`config.mk`:
```
export PLATFORM = sky130hd
export DESIGN_NAME = ts_pid_filter_table_core
export DESIGN_NICKNAME = d
export VERILOG_FILES = /design/src/design/tspft_pkg.sv /design/src/design/ts_pid_filter_table_core.sv /design/src/design/tspft_cell.sv
export SDC_FILE = /design/constraint.sdc
export NUM_CORES = 2
export LEC_CHECK = 0
export ABC_CLOCK_PERIOD_IN_PS = 3100
export BUFFER_PORTS_ARGS = -buffer_cell sky130_fd_sc_hd__buf_4
export CELL_PAD_IN_SITES_DETAIL_PLACEMENT = 0
export CELL_PAD_IN_SITES_GLOBAL_PLACEMENT = 2
export CORE_UTILIZATION = 43
export DETAILED_ROUTE_END_ITERATION = 12
export HOLD_SLACK_MARGIN = 0.12
export PLACE_DENSITY_LB_ADDON = 0.1
export SYNTH_ARGS = -nofsm -noshare
export SYNTH_HDL_FRONTEND = slang
export SYNTH_HIERARCHICAL = 1
export SYNTH_SLANG_ARGS = --single-unit
```
`constraint.sdc`:
```
create_clock -name aclk -period 3.1 [get_ports aclk]
set_clock_uncertainty 0.05 [all_clocks]
set_input_delay 0.62 -clock aclk [delete_from_list [all_inputs] [get_ports aclk]]
set_output_delay 0.62 -clock aclk [all_outputs]
set_load 0.02 [all_outputs]
```
`src/design/tspft_pkg.sv`:
```
// Package: codes, sizes and the request token of the PID filter table.
package tspft_pkg;

    // Default sizes
    localparam int TABLE_ENTRIES_DEF = 32;
    localparam int SUBSCRIBERS_DEF   = 8;

    // Fixed field widths
    localparam int PID_W   = 13;
    localparam int SUB_W   = 3;
    localparam int OMASK_W = 8;
    localparam int TEI_POS = 7;

    // Request types
    localparam logic [1:0] REQ_PACKET = 2'd0;
    localparam logic [1:0] REQ_SUB    = 2'd1;
    localparam logic [1:0] REQ_UNSUB  = 2'd2;
    localparam logic [1:0] REQ_NONE   = 2'd3;

    // Result status codes
    localparam logic [1:0] ST_OK          = 2'd0;
    localparam logic [1:0] ST_FULL        = 2'd1;
    localparam logic [1:0] ST_NOT_PRESENT = 2'd2;
    localparam logic [1:0] ST_DUP         = 2'd3;

    // Output stream layout
    localparam int MT_PID_LSB  = 0;
    localparam int MT_MASK_LSB = PID_W;
    localparam int MT_W        = 24;
    localparam int MU_TERR     = 2;
    localparam int MU_FWD      = 3;
    localparam int MU_W        = 4;

    // Control part of the request token walking down the cell row
    typedef struct packed {
        logic       vld;
        logic [1:0] op;
        logic       done;
        logic       shift;
        logic       fwd;
        logic [1:0] status;
    } tspft_tok_t;

endpackage

```
`src/design/ts_pid_filter_table_core.sv`:
```
// Lookups and table updates: the request token walks the cell row from the head token
// register through every cell, then the result holding stage and the output register;
// dropped packets and rejected requests skip the row and go to the result holding stage.
// One request at a time: the next is taken once the previous result sits in the output register.
// Reset: synchronous, active low; clears all entry valid bits at once, no clearing pass.
// Top level: PID filter table built as a row of entry cells.
module ts_pid_filter_table_core
    import tspft_pkg::*;
#(
    parameter int TABLE_ENTRIES = TABLE_ENTRIES_DEF,
    parameter int SUBSCRIBERS   = SUBSCRIBERS_DEF
) (
    input  logic             aclk,
    input  logic             aresetn,
    input  logic             s_tvalid,
    output logic             s_tready,
    input  logic [31:0]      s_tdata,  // header_byte1, header_byte2, pid, subscriber
    input  logic [1:0]       s_tuser,  // req_type
    output logic             m_tvalid,
    input  logic             m_tready,
    output logic [MT_W-1:0]  m_tdata,  // matched_pid, subscriber_mask, zero pad
    output logic [MU_W-1:0]  m_tuser   // status, transport_error, forward
);

    localparam int N = TABLE_ENTRIES;

    // input fields
    logic [1:0]       in_req;
    logic [7:0]       in_b1, in_b2;
    logic [PID_W-1:0] in_pid, in_hpid;
    logic [SUB_W-1:0] in_sub;
    logic             accept, sub_bad;

    assign in_req  = s_tuser;
    assign in_b1   = s_tdata[7:0];
    assign in_b2   = s_tdata[15:8];
    assign in_pid  = s_tdata[28:16];
    assign in_sub  = s_tdata[31:29];
    assign in_hpid = {in_b1[4:0], in_b2};
    assign accept  = s_tvalid && s_tready;
    assign sub_bad = 32'(in_sub) >= 32'(SUBSCRIBERS);

    // cell row wiring
    tspft_tok_t             tok   [0:N];
    logic [PID_W-1:0]       tpid  [0:N];
    logic [SUBSCRIBERS-1:0] tbit  [0:N];
    logic [SUBSCRIBERS-1:0] tmask [0:N];
    logic                   ev    [0:N-1];
    logic [PID_W-1:0]       ep    [0:N-1];
    logic [SUBSCRIBERS-1:0] em    [0:N-1];

    // head token register
    tspft_tok_t             head_tok_reg, head_tok_next;
    logic [PID_W-1:0]       head_pid_reg;
    logic [SUBSCRIBERS-1:0] head_bit_reg;

    // result holding stage and output register
    logic                   busy_reg, busy_next;
    logic                   pend_reg, pend_next;
    logic [1:0]             rst_reg, rst_next;
    logic                   rterr_reg, rterr_next;
    logic                   rfwd_reg, rfwd_next;
    logic [PID_W-1:0]       rpid_reg, rpid_next;
    logic [OMASK_W-1:0]     rmask_reg, rmask_next;
    logic                   mvalid_reg, mvalid_next;
    logic [MT_W-1:0]        mdata_reg;
    logic [MU_W-1:0]        muser_reg;
    logic                   move;
    logic                   imm;
    logic [SUBSCRIBERS+OMASK_W-1:0] tail_mask_ext;

    assign tok[0]   = head_tok_reg;
    assign tpid[0]  = head_pid_reg;
    assign tbit[0]  = head_bit_reg;
    assign tmask[0] = '0;

    generate
        for (genvar i = 0; i < N; i++) begin : g_cell
            logic                   nv;
            logic [PID_W-1:0]       np;
            logic [SUBSCRIBERS-1:0] nm;
            if (i < N - 1) begin : g_nbr
                assign nv = ev[i+1];
                assign np = ep[i+1];
                assign nm = em[i+1];
            end else begin : g_end
                assign nv = 1'b0;
                assign np = '0;
                assign nm = '0;
            end
            tspft_cell #(.SUBSCRIBERS(SUBSCRIBERS)) u_cell (
                .aclk        (aclk),
                .aresetn     (aresetn),
                .tok_i       (tok[i]),
                .tok_pid_i   (tpid[i]),
                .tok_bit_i   (tbit[i]),
                .tok_mask_i  (tmask[i]),
                .nbr_valid_i (nv),
                .nbr_pid_i   (np),
                .nbr_mask_i  (nm),
                .ent_valid_o (ev[i]),
                .ent_pid_o   (ep[i]),
                .ent_mask_o  (em[i]),
                .tok_o       (tok[i+1]),
                .tok_pid_o   (tpid[i+1]),
                .tok_bit_o   (tbit[i+1]),
                .tok_mask_o  (tmask[i+1])
            );
        end
    endgenerate

    assign tail_mask_ext = {{OMASK_W{1'b0}}, tmask[N]};

    // requests that need no table walk
    assign imm = (in_req == REQ_NONE) || ((in_req == REQ_PACKET) && in_b1[TEI_POS])
                 || (((in_req == REQ_SUB) || (in_req == REQ_UNSUB)) && sub_bad);

    assign move = pend_reg && (!mvalid_reg || m_tready);

    // request launch and result collection
    always_comb begin
        head_tok_next = '0;
        busy_next     = busy_reg;
        pend_next     = pend_reg;
        rst_next      = rst_reg;
        rterr_next    = rterr_reg;
        rfwd_next     = rfwd_reg;
        rpid_next     = rpid_reg;
        rmask_next    = rmask_reg;
        mvalid_next   = mvalid_reg;

        if (mvalid_reg && m_tready) begin
            mvalid_next = 1'b0;
        end
        if (move) begin
            mvalid_next = 1'b1;
            pend_next   = 1'b0;
            busy_next   = 1'b0;
        end

        if (accept) begin
            busy_next = 1'b1;
            if (imm) begin
                pend_next  = 1'b1;
                rterr_next = 1'b0;
                rfwd_next  = 1'b0;
                rmask_next = '0;
                rst_next   = ST_OK;
                rpid_next  = '0;
                if (in_req == REQ_PACKET) begin
                    rterr_next = 1'b1;
                    rpid_next  = in_hpid;
                end else if (in_req != REQ_NONE) begin
                    rst_next  = ST_NOT_PRESENT;
                    rpid_next = in_pid;
                end
            end else begin
                head_tok_next.vld = 1'b1;
                head_tok_next.op  = in_req;
            end
        end

        // token leaving the last cell
        if (tok[N].vld) begin
            pend_next  = 1'b1;
            rterr_next = 1'b0;
            rfwd_next  = tok[N].fwd;
            rpid_next  = tpid[N];
            rmask_next = tail_mask_ext[OMASK_W-1:0];
            rst_next   = tok[N].status;
            if (!tok[N].done) begin
                if (tok[N].op == REQ_SUB) begin
                    rst_next = ST_FULL;
                end else if (tok[N].op == REQ_UNSUB) begin
                    rst_next = ST_NOT_PRESENT;
                end
            end
        end
    end

    // control state
    always_ff @(posedge aclk) begin
        if (!aresetn) begin
            head_tok_reg <= '0;
            busy_reg     <= 1'b0;
            pend_reg     <= 1'b0;
            mvalid_reg   <= 1'b0;
        end else begin
            head_tok_reg <= head_tok_next;
            busy_reg     <= busy_next;
            pend_reg     <= pend_next;
            mvalid_reg   <= mvalid_next;
        end
    end

    // payload
    always_ff @(posedge aclk) begin
        rst_reg   <= rst_next;
        rterr_reg <= rterr_next;
        rfwd_reg  <= rfwd_next;
        rpid_reg  <= rpid_next;
        rmask_reg <= rmask_next;
        if (accept) begin
            head_pid_reg <= (in_req == REQ_PACKET) ? in_hpid : in_pid;
            head_bit_reg <= SUBSCRIBERS'(1) << in_sub;
        end
        if (move) begin
            mdata_reg <= {{(MT_W - PID_W - OMASK_W){1'b0}}, rmask_reg, rpid_reg};
            muser_reg <= {rfwd_reg, rterr_reg, rst_reg};
        end
    end

    assign s_tready = !busy_reg;
    assign m_tvalid = mvalid_reg;
    assign m_tdata  = mdata_reg;
    assign m_tuser  = muser_reg;

endmodule

```
`src/design/tspft_cell.sv`:
```
// One table entry cell: holds an entry and processes the request token passing by.
module tspft_cell
    import tspft_pkg::*;
#(
    parameter int SUBSCRIBERS = SUBSCRIBERS_DEF
) (
    input  logic                   aclk,
    input  logic                   aresetn,
    // token from the previous cell
    input  tspft_tok_t             tok_i,
    input  logic [PID_W-1:0]       tok_pid_i,
    input  logic [SUBSCRIBERS-1:0] tok_bit_i,
    input  logic [SUBSCRIBERS-1:0] tok_mask_i,
    // entry of the next cell, used when compacting
    input  logic                   nbr_valid_i,
    input  logic [PID_W-1:0]       nbr_pid_i,
    input  logic [SUBSCRIBERS-1:0] nbr_mask_i,
    // own entry, seen by the previous cell
    output logic                   ent_valid_o,
    output logic [PID_W-1:0]       ent_pid_o,
    output logic [SUBSCRIBERS-1:0] ent_mask_o,
    // token to the next cell
    output tspft_tok_t             tok_o,
    output logic [PID_W-1:0]       tok_pid_o,
    output logic [SUBSCRIBERS-1:0] tok_bit_o,
    output logic [SUBSCRIBERS-1:0] tok_mask_o
);

    logic                   valid_reg, valid_next;
    logic [PID_W-1:0]       pid_reg, pid_next;
    logic [SUBSCRIBERS-1:0] mask_reg, mask_next;
    tspft_tok_t             tok_reg, tok_next;
    logic [PID_W-1:0]       tpid_reg;
    logic [SUBSCRIBERS-1:0] tbit_reg;
    logic [SUBSCRIBERS-1:0] tmask_reg, tmask_next;
    logic                   hit;
    logic                   has_bit;
    logic [SUBSCRIBERS-1:0] cleared;

    assign hit     = valid_reg && (pid_reg == tok_pid_i);
    assign has_bit = |(mask_reg & tok_bit_i);
    assign cleared = mask_reg & ~tok_bit_i;

    // entry update and token handling
    always_comb begin
        valid_next = valid_reg;
        pid_next   = pid_reg;
        mask_next  = mask_reg;
        tok_next   = tok_i;
        tmask_next = tok_mask_i;
        if (tok_i.vld) begin
            if (tok_i.shift) begin
                // an earlier entry was freed: pull the next one down
                valid_next = nbr_valid_i;
                pid_next   = nbr_pid_i;
                mask_next  = nbr_mask_i;
            end else if (!tok_i.done) begin
                if (hit) begin
                    tok_next.done = 1'b1;
                    unique case (tok_i.op)
                        REQ_PACKET: begin
                            tmask_next   = mask_reg;
                            tok_next.fwd = |mask_reg;
                        end
                        REQ_SUB: begin
                            if (has_bit) begin
                                tok_next.status = ST_DUP;
                                tmask_next      = mask_reg;
                            end else begin
                                mask_next  = mask_reg | tok_bit_i;
                                tmask_next = mask_reg | tok_bit_i;
                            end
                        end
                        REQ_UNSUB: begin
                            if (!has_bit) begin
                                tok_next.status = ST_NOT_PRESENT;
                                tmask_next      = mask_reg;
                            end else begin
                                tmask_next = cleared;
                                mask_next  = cleared;
                                if (cleared == '0) begin
                                    // entry freed: close the gap
                                    tok_next.shift = 1'b1;
                                    valid_next     = nbr_valid_i;
                                    pid_next       = nbr_pid_i;
                                    mask_next      = nbr_mask_i;
                                end
                            end
                        end
                        default: ;
                    endcase
                end else if (!valid_reg) begin
                    // first free cell: valid entries stay packed below it
                    tok_next.done = 1'b1;
                    if (tok_i.op == REQ_SUB) begin
                        valid_next = 1'b1;
                        pid_next   = tok_pid_i;
                        mask_next  = tok_bit_i;
                        tmask_next = tok_bit_i;
                    end else if (tok_i.op == REQ_UNSUB) begin
                        tok_next.status = ST_NOT_PRESENT;
                    end
                end
            end
        end
    end

    // control state
    always_ff @(posedge aclk) begin
        if (!aresetn) begin
            valid_reg <= 1'b0;
            tok_reg   <= '0;
        end else begin
            valid_reg <= valid_next;
            tok_reg   <= tok_next;
        end
    end

    // payload
    always_ff @(posedge aclk) begin
        pid_reg   <= pid_next;
        mask_reg  <= mask_next;
        tpid_reg  <= tok_pid_i;
        tbit_reg  <= tok_bit_i;
        tmask_reg <= tmask_next;
    end

    assign ent_valid_o = valid_reg;
    assign ent_pid_o   = pid_reg;
    assign ent_mask_o  = mask_reg;
    assign tok_o       = tok_reg;
    assign tok_pid_o   = tpid_reg;
    assign tok_bit_o   = tbit_reg;
    assign tok_mask_o  = tmask_reg;

endmodule

```
# Word-level counts from Yosys, hierarchy flattened
# Index checks and enable logic that the tools add are counted.
dict set report totals {
  input_bits 38
  word_cells 2787
  ff_bits 1961
  output_inout_bits 30
}
dict set report op_classes {
  n_reduce_logical 338
  mux 1625
  n_eq_ne 292
  bitwise_logic 131
  n_shift 1
}
# operator count
set op_table {}
lappend op_table {{$mux 8} 479}
lappend op_table {{$mux 13} 261}
lappend op_table {{$pmux 8 s3} 32}
lappend op_table {{$and 8x8->8} 64}
lappend op_table {{$pmux 8 s2} 32}
lappend op_table {{$reduce_or 8->1} 64}
lappend op_table {{$mux 5} 96}
lappend op_table {{$mux 2} 232}
lappend op_table {{$mux 1} 460}
lappend op_table {{$eq 13x13->1} 32}
lappend op_table {{$ne 3x3->1 const B} 128}
lappend op_table {{$logic_not 8->1} 32}
lappend op_table {{$not 8->8} 32}
lappend op_table {{$or 8x8->8} 32}
lappend op_table {{$reduce_and 7->1} 32}
lappend op_table {{$reduce_and 6->1} 32}
lappend op_table {{$reduce_bool 3->1} 64}
lappend op_table {{$reduce_and 5->1} 32}
lappend op_table {{$ne 4x4->1 const B} 32}
lappend op_table {{$pmux 2 s2} 32}
lappend op_table {{$eq 2x2->1 const B} 34}
lappend op_table {{$eq 2x1->1 const B} 33}
lappend op_table {{$logic_not 2->1} 33}
lappend op_table {{$ne 2x2->1 const B} 33}
lappend op_table {{other kinds (9)} 54}

# Logic depth before layout (Yosys ltp)
dict set report logic_depth {
  word_depth 10
  mapped_depth 9
}

# By module
# Netlist, hierarchy kept.
# module area_per_inst_um2 seq_area_each_um2 cells_each n_inst
set modules_own_cells {}
lappend modules_own_cells {{tspft_cell at g_cell[0].u_cell ...} 3145.5 1391.3 314 30}
lappend modules_own_cells {ts_pid_filter_table_core 3121.7 2242.2 192 1}
lappend modules_own_cells {{tspft_cell at g_cell[25].u_cell} 3005.4 1391.3 302 1}
lappend modules_own_cells {{tspft_cell at g_cell[27].u_cell} 2995.4 1391.3 295 1}

# Least setup slack after synthesis
# OpenSTA, ideal clock, no wires.
dict set report synth_timing {
  path_kind {register -> register}
  startpoint {register g_cell[27].u_cell.pid_reg[5]}
  endpoint {register g_cell[27].u_cell.mask_reg[0] (enable)}
  required_time_ns 2.666
  arrival_ns 2.190
  stages_incl_launch_ff 6
  path_slack_ns 0.476
  synth_period_minus_slack_ns 2.624
  setup_time_ns 0.384
  path_cell_list {edfxtp_1 xor2_1 or2_2 or4_1 o21a_1 o21ai_0}
}
dict set report synth_via {
  elab_chain_cells 4
  elab_cells_between_ends 6
  classes_between {eq/ne: 3; reduce/logical: 3}
}
# element line
set synth_rtl {}
lappend synth_rtl {{from (decl)} tspft_cell.sv:30} ;# logic [PID_W-1:0] pid_reg, pid_next;
lappend synth_rtl {{from (signal assigned)} tspft_cell.sv:121} ;# pid_reg <= pid_next;
lappend synth_rtl {{$eq 13x13->1 (*)} tspft_cell.sv:40} ;# assign hit = valid_reg && (pid_reg == tok_pid_i);
lappend synth_rtl {{$logic_and 1x1->1 (*)} tspft_cell.sv:40}
lappend synth_rtl {{$ne 4x4->1 (no line) (tied with other cells)} --}
lappend synth_rtl {{$reduce_and 6->1 (no line) (*)} --}
lappend synth_rtl {{to (signal assigned)} tspft_cell.sv:122} ;# mask_reg <= mask_next;
lappend synth_rtl {{to (decl)} tspft_cell.sv:31} ;# logic [SUBSCRIBERS-1:0] mask_reg, mask_next;
# Every way passes the cells marked *; elsewhere a longest branch is shown, timed or not.
# A chain may end at the register's enable or synchronous reset.

# Final worst setup path
dict set report layout_timing {
  startpoint {register g_cell[11].u_cell.mask_reg[4]}
  endpoint {register g_cell[11].u_cell.pid_reg[4] (enable)}
}
dict set report layout_via {
  elab_chain_cells 4
  elab_cells_between_ends 7
  classes_between {eq/ne: 2; bitwise: 2; reduce/logical: 3}
}
# element line
set layout_rtl {}
lappend layout_rtl {{from (decl)} tspft_cell.sv:31}
lappend layout_rtl {{from (signal assigned)} tspft_cell.sv:122}
lappend layout_rtl {{$and 8x8->8 (on tied branches)} {tspft_cell.sv:41, tspft_cell.sv:42}}
lappend layout_rtl {{$reduce_or 8->1 / $logic_not 8->1 (equally long branches)} {tspft_cell.sv:41, tspft_cell.sv:81}}
lappend layout_rtl {{$ne 3x3->1 (no line)} --}
lappend layout_rtl {{$reduce_and 7->1 (no line) (*)} --}
lappend layout_rtl {{to (signal assigned)} tspft_cell.sv:121}
lappend layout_rtl {{to (decl)} tspft_cell.sv:30}
# Marks and branches as above.

==> reports/metrics.cfg <==
[logic_synthesis]
synth.cell_area_um2 = 103300
syn_area_per_cell_um2 = 10.13
syn_inst = 10200
yosysWarnings = 6

[grt]
gr-total-overflow = 0
grt_pass1_wl_um = 511800
grt_antenna_before_repair = 6
use_met3 = 0.03305
grt_pass1_vias = 81170
gr-usage-all-layers = 0.2670
met2_usage = 0.4167
grtUsageMet1 = 0.3883
grt_max_degree = 54
busiest_layer = met2

[finish]
nFillCells = 21870
final_nets = 10620
postLayoutCellArea_um2 = 116500
area_delta_synth_final_pct = 12.83
final_layout_size_suffix_gt1_frac = 0.1656

[critical_path]
endpoint = g_cell[11].u_cell/ent_pid_o[4]$_DFFE_PP_
crit_arrival_ns = 3.29
r2r_end = g_cell[11].u_cell/ent_pid_o[4]$_DFFE_PP_
crit_path_start = g_cell[11].u_cell/ent_mask_o[4]$_DFFE_PP_
r2r_cells = 6
start_kind = register
r2r_start = g_cell[11].u_cell/ent_mask_o[4]$_DFFE_PP_
worst_setup_path_end_kind = register
crit_type = reg -> reg
crit_required_ns = 3.53
r2r_setup_slack_ns = 0.23
path_max_fanout = 13

[die]
initial_core_util = 0.4335
num_rows = 179
die_h_um = 492.1
die-area_um2 = 242200
ioPinCount = 68
fp.dieW_um = 492.1
core_area_um2 = 238300

[clocking]
clk_pin_slew_ns = 0.06
cts_tree = yes
clockRootBuffer = clkbuf_16
clk_path_buf_depth = 3
cts_inserted_buffers = 213
clk-insertion-delay-late_ns = 0.88
clock_sinks = 1956
htreeDepth = 4
post-cts-setup-buffers = 0
cts-resized-gates = 0

[sta]
finalCritPeriodShare = 0.9252
tightest_slew_ns = 0.8832
maxSlewHeadroom = 0.4112
post-route-min-period_ns = 2.868
rsz0062_at_grt = false
setup_viol = 0
slew_viol_final = 0
max_freq_mhz = 348.6
hold_viol = 0
tns_ns = 0

[route]
ant_nets = 0
wire_per_inst_um = 24.12
firstDrtPassIters = 12
wirelength_um = 333100
drcViolationCount = 6
via_count = 84250
vias_per_cell = 6.101
dr.first_iter.drc_count = 7725

[outcome]
violations = DRC
status = complete, but fails checks

[place]
io_buffer_count = 62
place.gp.congestion = 0.8971
placed_cell_area_um2 = 108800
dp_hpwl_um = 244200

[power]
irDropWorstVdd_mv = 0.4985
power.density_nw_per_um2 = 498.2
leakage_nw = 43.42

[hold_path]
hold_class = in -> reg

[job]
cap_violations = 0

stage by stage:
step / utilization / worst slack [ns] / total power (W) / std cells / hold slack, ns
CTS: 0.4891 / 0.2908 / 0.05871 / 13810 / 0.1225
global placement: 0.4567 / 0.3400 / 0.03200 / 13370 / 0.3161
finish: 0.4891 / 0.2318 / 0.05806 / 13810 / 0.1994
detailed placement: 0.4567 / 0.3363 / 0.03204 / 13370 / 0.3188
floorplan: - / 0.4761 / 0.03071 / 10250 / 0.2758
global route: 0.4891 / 0.07311 / 0.06016 / 13810 / 0.1434
power by group:
| part | internal (W) | switching (W) |
|---|---|---|
| clock | 0.0153 | 0.0111 |
| combinational | 0.00148 | 0.00159 |
| sequential | 0.0275 | 0.00103 |
| total | 0.0443 | 0.0137 |
repair_timing:
action / in CTS / in global routing
hold endpoints to repair: 27 / 0
endpoints found under the setup margin: 0 / 0
hold buffers: 33 / 0
critical path: stages, from the launching register on:
cell	delay [ns]
edfxtp_1	0.54
nor2b_1	0.20
a2111o_1	0.41
a2111oi_2	0.37
buf_4	0.22
a31o_2	0.16
a21o_1	0.51
worst min path at each step:
stage	from	end	slack, ns	cells after the start
2_1_floorplan	g_cell[9].u_cell/tok_bit_o[4]$_DFF_P_	g_cell[10].u_cell/tok_bit_o[4]$_DFF_P_	0.28	0
3_5_place_dp	g_cell[19].u_cell/tok_pid_o[3]$_DFF_P_	g_cell[20].u_cell/tok_pid_o[3]$_DFF_P_	0.32	0
4_1_cts	s_tdata[3]	head_pid_reg[11]$_DFFE_PP_	0.12	2
6_report	s_tdata[2]	head_pid_reg[10]$_DFFE_PP_	0.20	2
3_3_place_gp	g_cell[17].u_cell/tok_pid_o[4]$_DFF_P_	g_cell[18].u_cell/tok_pid_o[4]$_DFF_P_	0.32	0
5_1_grt	s_tdata[2]	head_pid_reg[10]$_DFFE_PP_	0.14	2
cell usage in the layout, fill, tap and decap left out, types with 152 or more instances in the layout:
cell type  instances
nor2_1           272
a22oi_1          189
dfxtp_1         1214
a22o_1           248
o21ai_0          664
mux2i_1          152
xnor2_1          354
nand2_1          532
a31oi_1          218
mux2_2           452
buf_4            639
nor2b_1          404
clkbuf_16        220
and2_1           260
o31ai_1          252
inv_1            424
a21o_1           273
a21oi_1          624
edfxtp_1         742
routing by layer:
metal	wire length [µm]	vias to the layer above	share of wire
met5	0	-	0
met4	7752	0	0.023
met3	20640	484	0.062
met2	149300	3150	0.45
met1	155500	41570	0.47
li1	-	39040	-
cell type report:
cell class,count,area (µm²),share of cell area
multi-input cells,7163,51570,0.4425
repair buffers,688,5443,0.04670
inverters,425,1595,0.01369
well taps,3167,3963,0.03400
flip-flops and latches,1956,46580,0.3997
clock buffers,296,6041,0.05183
diodes,2,5.005,0.00004294
clock inverters,111,1346,0.01155
Power figures use the tool's default switching activity.
